File: src/rtl/itsm_pkg.sv
// Shared constants, types and functions for the IPv4 text SHA-256 matcher.
package itsm_pkg;

	localparam int NumRounds = 64;
	localparam int NumTargetWords = 4;
	localparam int AddrW = 5;

	// Register byte addresses
	localparam logic [AddrW-1:0] RegTarget0 = 5'd0;
	localparam logic [AddrW-1:0] RegTarget1 = 5'd8;
	localparam logic [AddrW-1:0] RegTarget2 = 5'd16;
	localparam logic [AddrW-1:0] RegTarget3 = 5'd24;

	// Working variables a..h
	typedef struct packed {
		logic [31:0] a;
		logic [31:0] b;
		logic [31:0] c;
		logic [31:0] d;
		logic [31:0] e;
		logic [31:0] f;
		logic [31:0] g;
		logic [31:0] h;
	} work_t;

	// Side data that rides along the pipeline
	typedef struct packed {
		logic        vld;
		logic [31:0] addr;
		logic [3:0]  len;
	} tag_t;

	localparam logic [255:0] InitH = {
		32'h6a09e667, 32'hbb67ae85, 32'h3c6ef372, 32'ha54ff53a,
		32'h510e527f, 32'h9b05688c, 32'h1f83d9ab, 32'h5be0cd19};

	function automatic logic [31:0] round_k(input logic [5:0] i);
		logic [31:0] k;
		case (i)
			6'd0: k = 32'h428a2f98; 6'd1: k = 32'h71374491; 6'd2: k = 32'hb5c0fbcf;
			6'd3: k = 32'he9b5dba5; 6'd4: k = 32'h3956c25b; 6'd5: k = 32'h59f111f1;
			6'd6: k = 32'h923f82a4; 6'd7: k = 32'hab1c5ed5; 6'd8: k = 32'hd807aa98;
			6'd9: k = 32'h12835b01; 6'd10: k = 32'h243185be; 6'd11: k = 32'h550c7dc3;
			6'd12: k = 32'h72be5d74; 6'd13: k = 32'h80deb1fe; 6'd14: k = 32'h9bdc06a7;
			6'd15: k = 32'hc19bf174; 6'd16: k = 32'he49b69c1; 6'd17: k = 32'hefbe4786;
			6'd18: k = 32'h0fc19dc6; 6'd19: k = 32'h240ca1cc; 6'd20: k = 32'h2de92c6f;
			6'd21: k = 32'h4a7484aa; 6'd22: k = 32'h5cb0a9dc; 6'd23: k = 32'h76f988da;
			6'd24: k = 32'h983e5152; 6'd25: k = 32'ha831c66d; 6'd26: k = 32'hb00327c8;
			6'd27: k = 32'hbf597fc7; 6'd28: k = 32'hc6e00bf3; 6'd29: k = 32'hd5a79147;
			6'd30: k = 32'h06ca6351; 6'd31: k = 32'h14292967; 6'd32: k = 32'h27b70a85;
			6'd33: k = 32'h2e1b2138; 6'd34: k = 32'h4d2c6dfc; 6'd35: k = 32'h53380d13;
			6'd36: k = 32'h650a7354; 6'd37: k = 32'h766a0abb; 6'd38: k = 32'h81c2c92e;
			6'd39: k = 32'h92722c85; 6'd40: k = 32'ha2bfe8a1; 6'd41: k = 32'ha81a664b;
			6'd42: k = 32'hc24b8b70; 6'd43: k = 32'hc76c51a3; 6'd44: k = 32'hd192e819;
			6'd45: k = 32'hd6990624; 6'd46: k = 32'hf40e3585; 6'd47: k = 32'h106aa070;
			6'd48: k = 32'h19a4c116; 6'd49: k = 32'h1e376c08; 6'd50: k = 32'h2748774c;
			6'd51: k = 32'h34b0bcb5; 6'd52: k = 32'h391c0cb3; 6'd53: k = 32'h4ed8aa4a;
			6'd54: k = 32'h5b9cca4f; 6'd55: k = 32'h682e6ff3; 6'd56: k = 32'h748f82ee;
			6'd57: k = 32'h78a5636f; 6'd58: k = 32'h84c87814; 6'd59: k = 32'h8cc70208;
			6'd60: k = 32'h90befffa; 6'd61: k = 32'ha4506ceb; 6'd62: k = 32'hbef9a3f7;
			default: k = 32'hc67178f2;
		endcase
		return k;
	endfunction

	// Octet to three ASCII digits plus digit count
	function automatic logic [25:0] octet_text(input logic [7:0] v);
		logic [3:0] hd;
		logic [3:0] td;
		logic [3:0] od;
		logic [7:0] r;
		logic [1:0] n;
		hd = (v >= 8'd200) ? 4'd2 : ((v >= 8'd100) ? 4'd1 : 4'd0);
		r = v - 8'({4'h0, hd} * 8'd100);
		// tens by reciprocal multiply, exact for r below 180
		td = 4'(({8'h00, r} * 16'd205) >> 11);
		od = 4'(r - 8'({4'h0, td} * 8'd10));
		n = (v >= 8'd100) ? 2'd3 : ((v >= 8'd10) ? 2'd2 : 2'd1);
		return {n, 8'h30 | {4'h0, hd}, 8'h30 | {4'h0, td}, 8'h30 | {4'h0, od}};
	endfunction

	function automatic logic [31:0] rotr(input logic [31:0] x, input int n);
		return (x >> n) | (x << (32 - n));
	endfunction

endpackage

File: src/rtl/itsm_cell.sv
// One SHA-256 round cell: compression round plus rolling 16-word schedule.
module itsm_cell (
	input  logic                 clk,
	input  logic                 arst_n,
	input  logic                 en,
	input  logic [5:0]           rnd,
	input  itsm_pkg::work_t      work_in,
	input  logic [511:0]         sched_in,
	input  itsm_pkg::tag_t       tag_in,
	output itsm_pkg::work_t      work_out,
	output logic [511:0]         sched_out,
	output itsm_pkg::tag_t       tag_out
);
	import itsm_pkg::*;

	logic [31:0] w0, w1, w9, w14, s0, s1, wn;
	logic [31:0] bs1, ch, t1, bs0, mj;
	work_t       nxt;
	work_t       work_q;
	logic [511:0] sched_q;
	logic        vld_q;
	logic [31:0] addr_q;
	logic [3:0]  len_q;

	// Round logic; schedule word 0 is consumed, a new word 16 is appended
	always_comb begin
		w0 = sched_in[511:480];
		w1 = sched_in[479:448];
		w9 = sched_in[223:192];
		w14 = sched_in[63:32];
		s0 = rotr(w1, 7) ^ rotr(w1, 18) ^ (w1 >> 3);
		s1 = rotr(w14, 17) ^ rotr(w14, 19) ^ (w14 >> 10);
		wn = w0 + s0 + w9 + s1;
		bs1 = rotr(work_in.e, 6) ^ rotr(work_in.e, 11) ^ rotr(work_in.e, 25);
		ch = (work_in.e & work_in.f) ^ (~work_in.e & work_in.g);
		t1 = work_in.h + bs1 + ch + round_k(rnd) + w0;
		bs0 = rotr(work_in.a, 2) ^ rotr(work_in.a, 13) ^ rotr(work_in.a, 22);
		mj = (work_in.a & work_in.b) ^ (work_in.a & work_in.c) ^ (work_in.b & work_in.c);
		nxt.h = work_in.g;
		nxt.g = work_in.f;
		nxt.f = work_in.e;
		nxt.e = work_in.d + t1;
		nxt.d = work_in.c;
		nxt.c = work_in.b;
		nxt.b = work_in.a;
		nxt.a = t1 + bs0 + mj;
	end

	always_ff @(posedge clk or negedge arst_n) begin
		if (!arst_n) begin
			vld_q <= 1'b0;
		end else if (en) begin
			vld_q <= tag_in.vld;
		end
	end

	always_ff @(posedge clk) begin
		if (en) begin
			work_q <= nxt;
			sched_q <= {sched_in[479:0], wn};
			addr_q <= tag_in.addr;
			len_q <= tag_in.len;
		end
	end

	assign work_out = work_q;
	assign sched_out = sched_q;
	assign tag_out = {vld_q, addr_q, len_q};
endmodule

File: config.mk
export PLATFORM = sky130hd
export DESIGN_NAME = itsm_cell
export DESIGN_NICKNAME = d
export VERILOG_FILES = /design/src/rtl/itsm_pkg.sv /design/src/rtl/itsm_cell.sv
export SDC_FILE = /design/constraint.sdc
export NUM_CORES = 1
export LEC_CHECK = 0
export BUFFER_PORTS_ARGS = -buffer_cell sky130_fd_sc_hd__buf_2
export CORE_AREA = 2 2 635 637
export CTS_BUF_LIST = sky130_fd_sc_hd__clkbuf_2
export DETAILED_ROUTE_END_ITERATION = 6
export DIE_AREA = 0 0 637 639
export PLACE_DENSITY = 0.31
export SYNTH_ARGS = -nofsm -noshare
export SYNTH_HDL_FRONTEND = slang
export SYNTH_SLANG_ARGS = --single-unit
File: constraint.sdc
create_clock -name clk -period 1.2 [get_ports clk]
set_clock_uncertainty 0.2 [all_clocks]
set_input_delay 0.06 -clock clk [delete_from_list [all_inputs] [get_ports clk]]
set_output_delay 0.06 -clock clk [all_outputs]
set_load 0.05 [all_outputs]
==> results of run 1 <==
==> logic make-up after synthesis <==
kind of cell	after synthesis	synth area share, %
DFF	805	58.9
AOI/OAI and AO/OA	578	9.13
buffers and inverters	474	4.35
and+or+nand+nor	432	4.89
xor gates and xnor gates	359	7.71
adders and majority gates	332	13.5
muxes	47	1.49
==> metrics by stage <==
stage | setup WS [ns] | setup TNS [ns] | utilization [%] | hold slack (ns)
floorplan | -4.92 | -301.83 | - | -0.436
global placement | -6.73 | -540.75 | 16.7 | -0.365
detailed placement | -6.66 | -541.45 | 16.7 | -0.362
==> impl_metrics.toml, run 1 <==
[synth]
ys_seq_elements = 805
synth_cell_types = 84
synth_edf_count = 804
avgSynthCellArea_um2 = 13.6
seq_area_frac_synth_pct = 58.9
synth_top_area_share_pct = 58.8
synth.top_cells.by_count = "edfxtp_1 (804), inv_1 (406), xnor2_1 (218)"
postSynthCellCount = 3027
synth.area.top_cells = "edfxtp_1 (59%), fa_1 (9.1%), xnor2_1 (4.7%)"
synthArstFlopShare_pct = 0.124
synth_area_mm2 = 0.0410
ys_warn_count = 0
synth.most_common_cell = "edfxtp_1"
synth_nets = 4170
yosysTopAreaCell = "edfxtp_1"
synth_flop_cell = "edfxtp_1"

[die]
die_h_um = 639
die_w_um = 637
io_pins = 1619
row_count = 233
initial_core_util_pct = 10.2

[status]
status = "did not finish"
lastStage = "clock tree synthesis (4_1_cts)"
error = "[ERROR RSZ-0060] Max buffer count reached."

[clock_tree]
cts_resized = 1369
cts_buffers = 238
cts_setup_buffers = 46
cts.sinks = 805
cts_buffer_depth = 4
holdBufCountCts = 2267
cts-root-buf = "clkbuf_2"
cts_max_level = 4

[place]
dp.final_hpwl_mm = 292
dp.cells = 10900
port_buffers = 1618
place_congestion = 0.898
dpl-instance-area_mm2 = 0.0671
==> run 2: changes to the inputs <==
--- a/config.mk
+++ b/config.mk
@@ -6,11 +6,10 @@
 export NUM_CORES = 1
 export LEC_CHECK = 0
 export BUFFER_PORTS_ARGS = -buffer_cell sky130_fd_sc_hd__buf_2
-export CORE_AREA = 2 2 635 637
-export CTS_BUF_LIST = sky130_fd_sc_hd__clkbuf_2
+export CORE_AREA = 2 2 630 632
 export DETAILED_ROUTE_END_ITERATION = 6
-export DIE_AREA = 0 0 637 639
-export PLACE_DENSITY = 0.31
+export DIE_AREA = 0 0 632 634
+export PLACE_DENSITY_LB_ADDON = 0.15
 export SYNTH_ARGS = -nofsm -noshare
 export SYNTH_HDL_FRONTEND = slang
 export SYNTH_SLANG_ARGS = --single-unit
==> run 2 against run 1 <==
Net effect: area after synthesis unchanged; the flow now finishes, with violations (negative hold slack, negative setup slack); synthesized cell count unchanged.
==> impl_metrics.toml, run 2 <==
[final_layout]
final_util_pct = 22.1
final_common_cell = "buf_2"
largest_reg_flops = 512
fin_area_mm2 = 0.0872
fin_cells = 12500
layout_common_cells = "buf_2 (1426), dlygate4sd3_1 (1378), buf_4 (928)"
final_nets = 8266
synthToLayoutAreaGrowth_pct = 112
num-fill-cells = 42800
drive_gt1_share_pct = 45.4

[global_routing]
antenna_found_initial = 111
grt_max_degree = 64
grt_usage_pct = 16.0
grt_pass1_wl_mm = 424
grt-ovfl-total = 0
grt_pass1_vias = 45000

[flow_run]
drv_cap = 0

[synth]
avgSynthCellArea_um2 = 13.6
synth_area_mm2 = 0.0410
seq_area_frac_synth_pct = 58.9
yosysTopAreaCell = "edfxtp_1"
ys_seq_elements = 805
postSynthCellCount = 3027
synth.most_common_cell = "edfxtp_1"
synth_edf_count = 804
synth_top_area_share_pct = 58.8
synth_flop_cell = "edfxtp_1"
synthArstFlopShare_pct = 0.124
synth_nets = 4170
synth_cell_types = 84
synth.area.top_cells = "edfxtp_1 (59%), fa_1 (9.1%), xnor2_1 (4.7%)"
synth.top_cells.by_count = "edfxtp_1 (804), inv_1 (406), xnor2_1 (218)"
ys_warn_count = 0

[timing]
fin_crit_ns = 5.95
holdWs_ns = -0.638
finalMaxSlewViolations = 0
setup_viol = 923
post-route-period-util_pct = 495
hold_viol = 36
tightest_slew_ns = 0.711
setup_tns_ns = -726.99
max_freq_ghz = 0.168
rsz0062_at_grt = "true"
relSlewSlack_pct = 52.3
layout_setup_ws_ns = -4.75

[min_path]
holdCritStartpoint = "work_in[128]"
hold_class = "input port to register"

[place]
port_buffers = 1618
dpl-instance-area_mm2 = 0.0667
place_congestion = 0.836
pre_cts_slack_ns = -6.34
dp.final_hpwl_mm = 283
dp.cells = 10800

[power]
power_mw = 289
powerDensity_mw_per_mm2 = 3320
leakage_nw = 36.9
irDropWorstVdd_uv = 3320

[worst_setup_path]
cp.required_ns = 1.60
reg2reg_from = "vld_q"
startpoint_type = "input port"
worstPathArrival_ns = 6.35
reg2reg_setup_slack_ns = 0.26
cpPeakStageDelay_ns = 0.57
slowest_stage = "fa_1"
crit_path_start = "rnd[0]"
cp-end-kind = "register"
critPathKind = "input port to register"
crit_path_frequent_cell = "inv_2"
critical_path.max_fanout = 4

[die]
die_area_mm2 = 0.401
die_w_um = 632
initial_core_util_pct = 10.4
row_count = 231
die_h_um = 634
io_pins = 1619
coreArea_mm2 = 0.394

[detailed_routing]
drc = 0
vias = 41400
vias_per_cell = 3.30
ant_nets = 0
post_drt_wl_per_cell_um = 26.5
drt_iter0_markers = 1506
dr.pass1.iters = 5
wirelength_mm = 332

[clock_tree]
clk_pin_slew_ns = 0.07
cts_max_level = 3
cts_buffer_depth = 4
cts_buffers = 115
tritoncts = "yes"
cts-root-buf = "clkbuf_16"
cts.sinks = 805
clock_latency_ns = 0.80

[status]
status = "finished with violations"
violations = "negative hold slack, negative setup slack"
==> run 2: power breakdown <==
group | total, mW | internal, mW | switching (mW)
Combinational | 212 | 103 | 109
Sequential | 42.1 | 39.8 | 2.25
Clock | 35.0 | 20.3 | 14.7
==> run 2: per-layer routing <==
layer / share of wire (%) / track usage, % / vias to the layer above
li1: - / - / 19000
met4: 6.4 / 8.21 / 54
met3: 4.5 / 2.95 / 501
met2: 59 / 34.1 / 1312
met1: 30 / 13.5 / 20500
met5: 0.099 / 0 / -
==> run 2: final timing paths <==
check,to,cells after the start
setup / recovery,work_out[255],32
hold / removal,work_out[96],2
setup reg to reg,vld_q,1
hold reg to reg,vld_q,1
max in group asynchronous,vld_q,4
min in group asynchronous,vld_q,4
==> run 2: kinds of logic after synthesis <==
kind of cell,after synthesis,synth area share (%)
buffers and inverters,474,4.35
AND/OR/NAND/NOR,432,4.89
multiplexers,47,1.49
XOR/XNOR,359,7.71
AO/OA/AOI/OAI,578,9.13
flip-flops,805,58.9
adder cells (fa/ha/maj),332,13.5
==> run 2: worst max-delay path, delay by kind of cell <==
| kind | cells | cell delay (ns) |
|---|---|---|
| fa+ha+maj | 5 | 1.88 |
| compound gates | 7 | 1.35 |
| buf+inv | 9 | 0.92 |
| mux | 1 | 0.53 |
| xor+xnor | 2 | 0.37 |
| simple gates | 8 | 1.21 |
==> run 2: layout make-up <==
type | count | area, um2 | share of cell area (%)
multi-input combinational | 1748 | 17500 | 20.1
clock inverter | 72 | 762 | 0.874
timing repair buffer | 4047 | 33500 | 38.4
sequential | 805 | 24200 | 27.7
antenna | 70 | 175 | 0.201
clock buffer | 139 | 2990 | 3.43
inverter | 406 | 1540 | 1.76
tap | 5242 | 6560 | 7.52
==> run 2: repair_timing <==
action,in CTS,in global routing
buffers inserted,29,41
resized for setup,286,248
endpoints found under the setup margin,900,906
pin swaps,116,135
endpoints found under the hold margin,1554,39
hold buffers,1378,3
(Power assumes the default switching activity.)
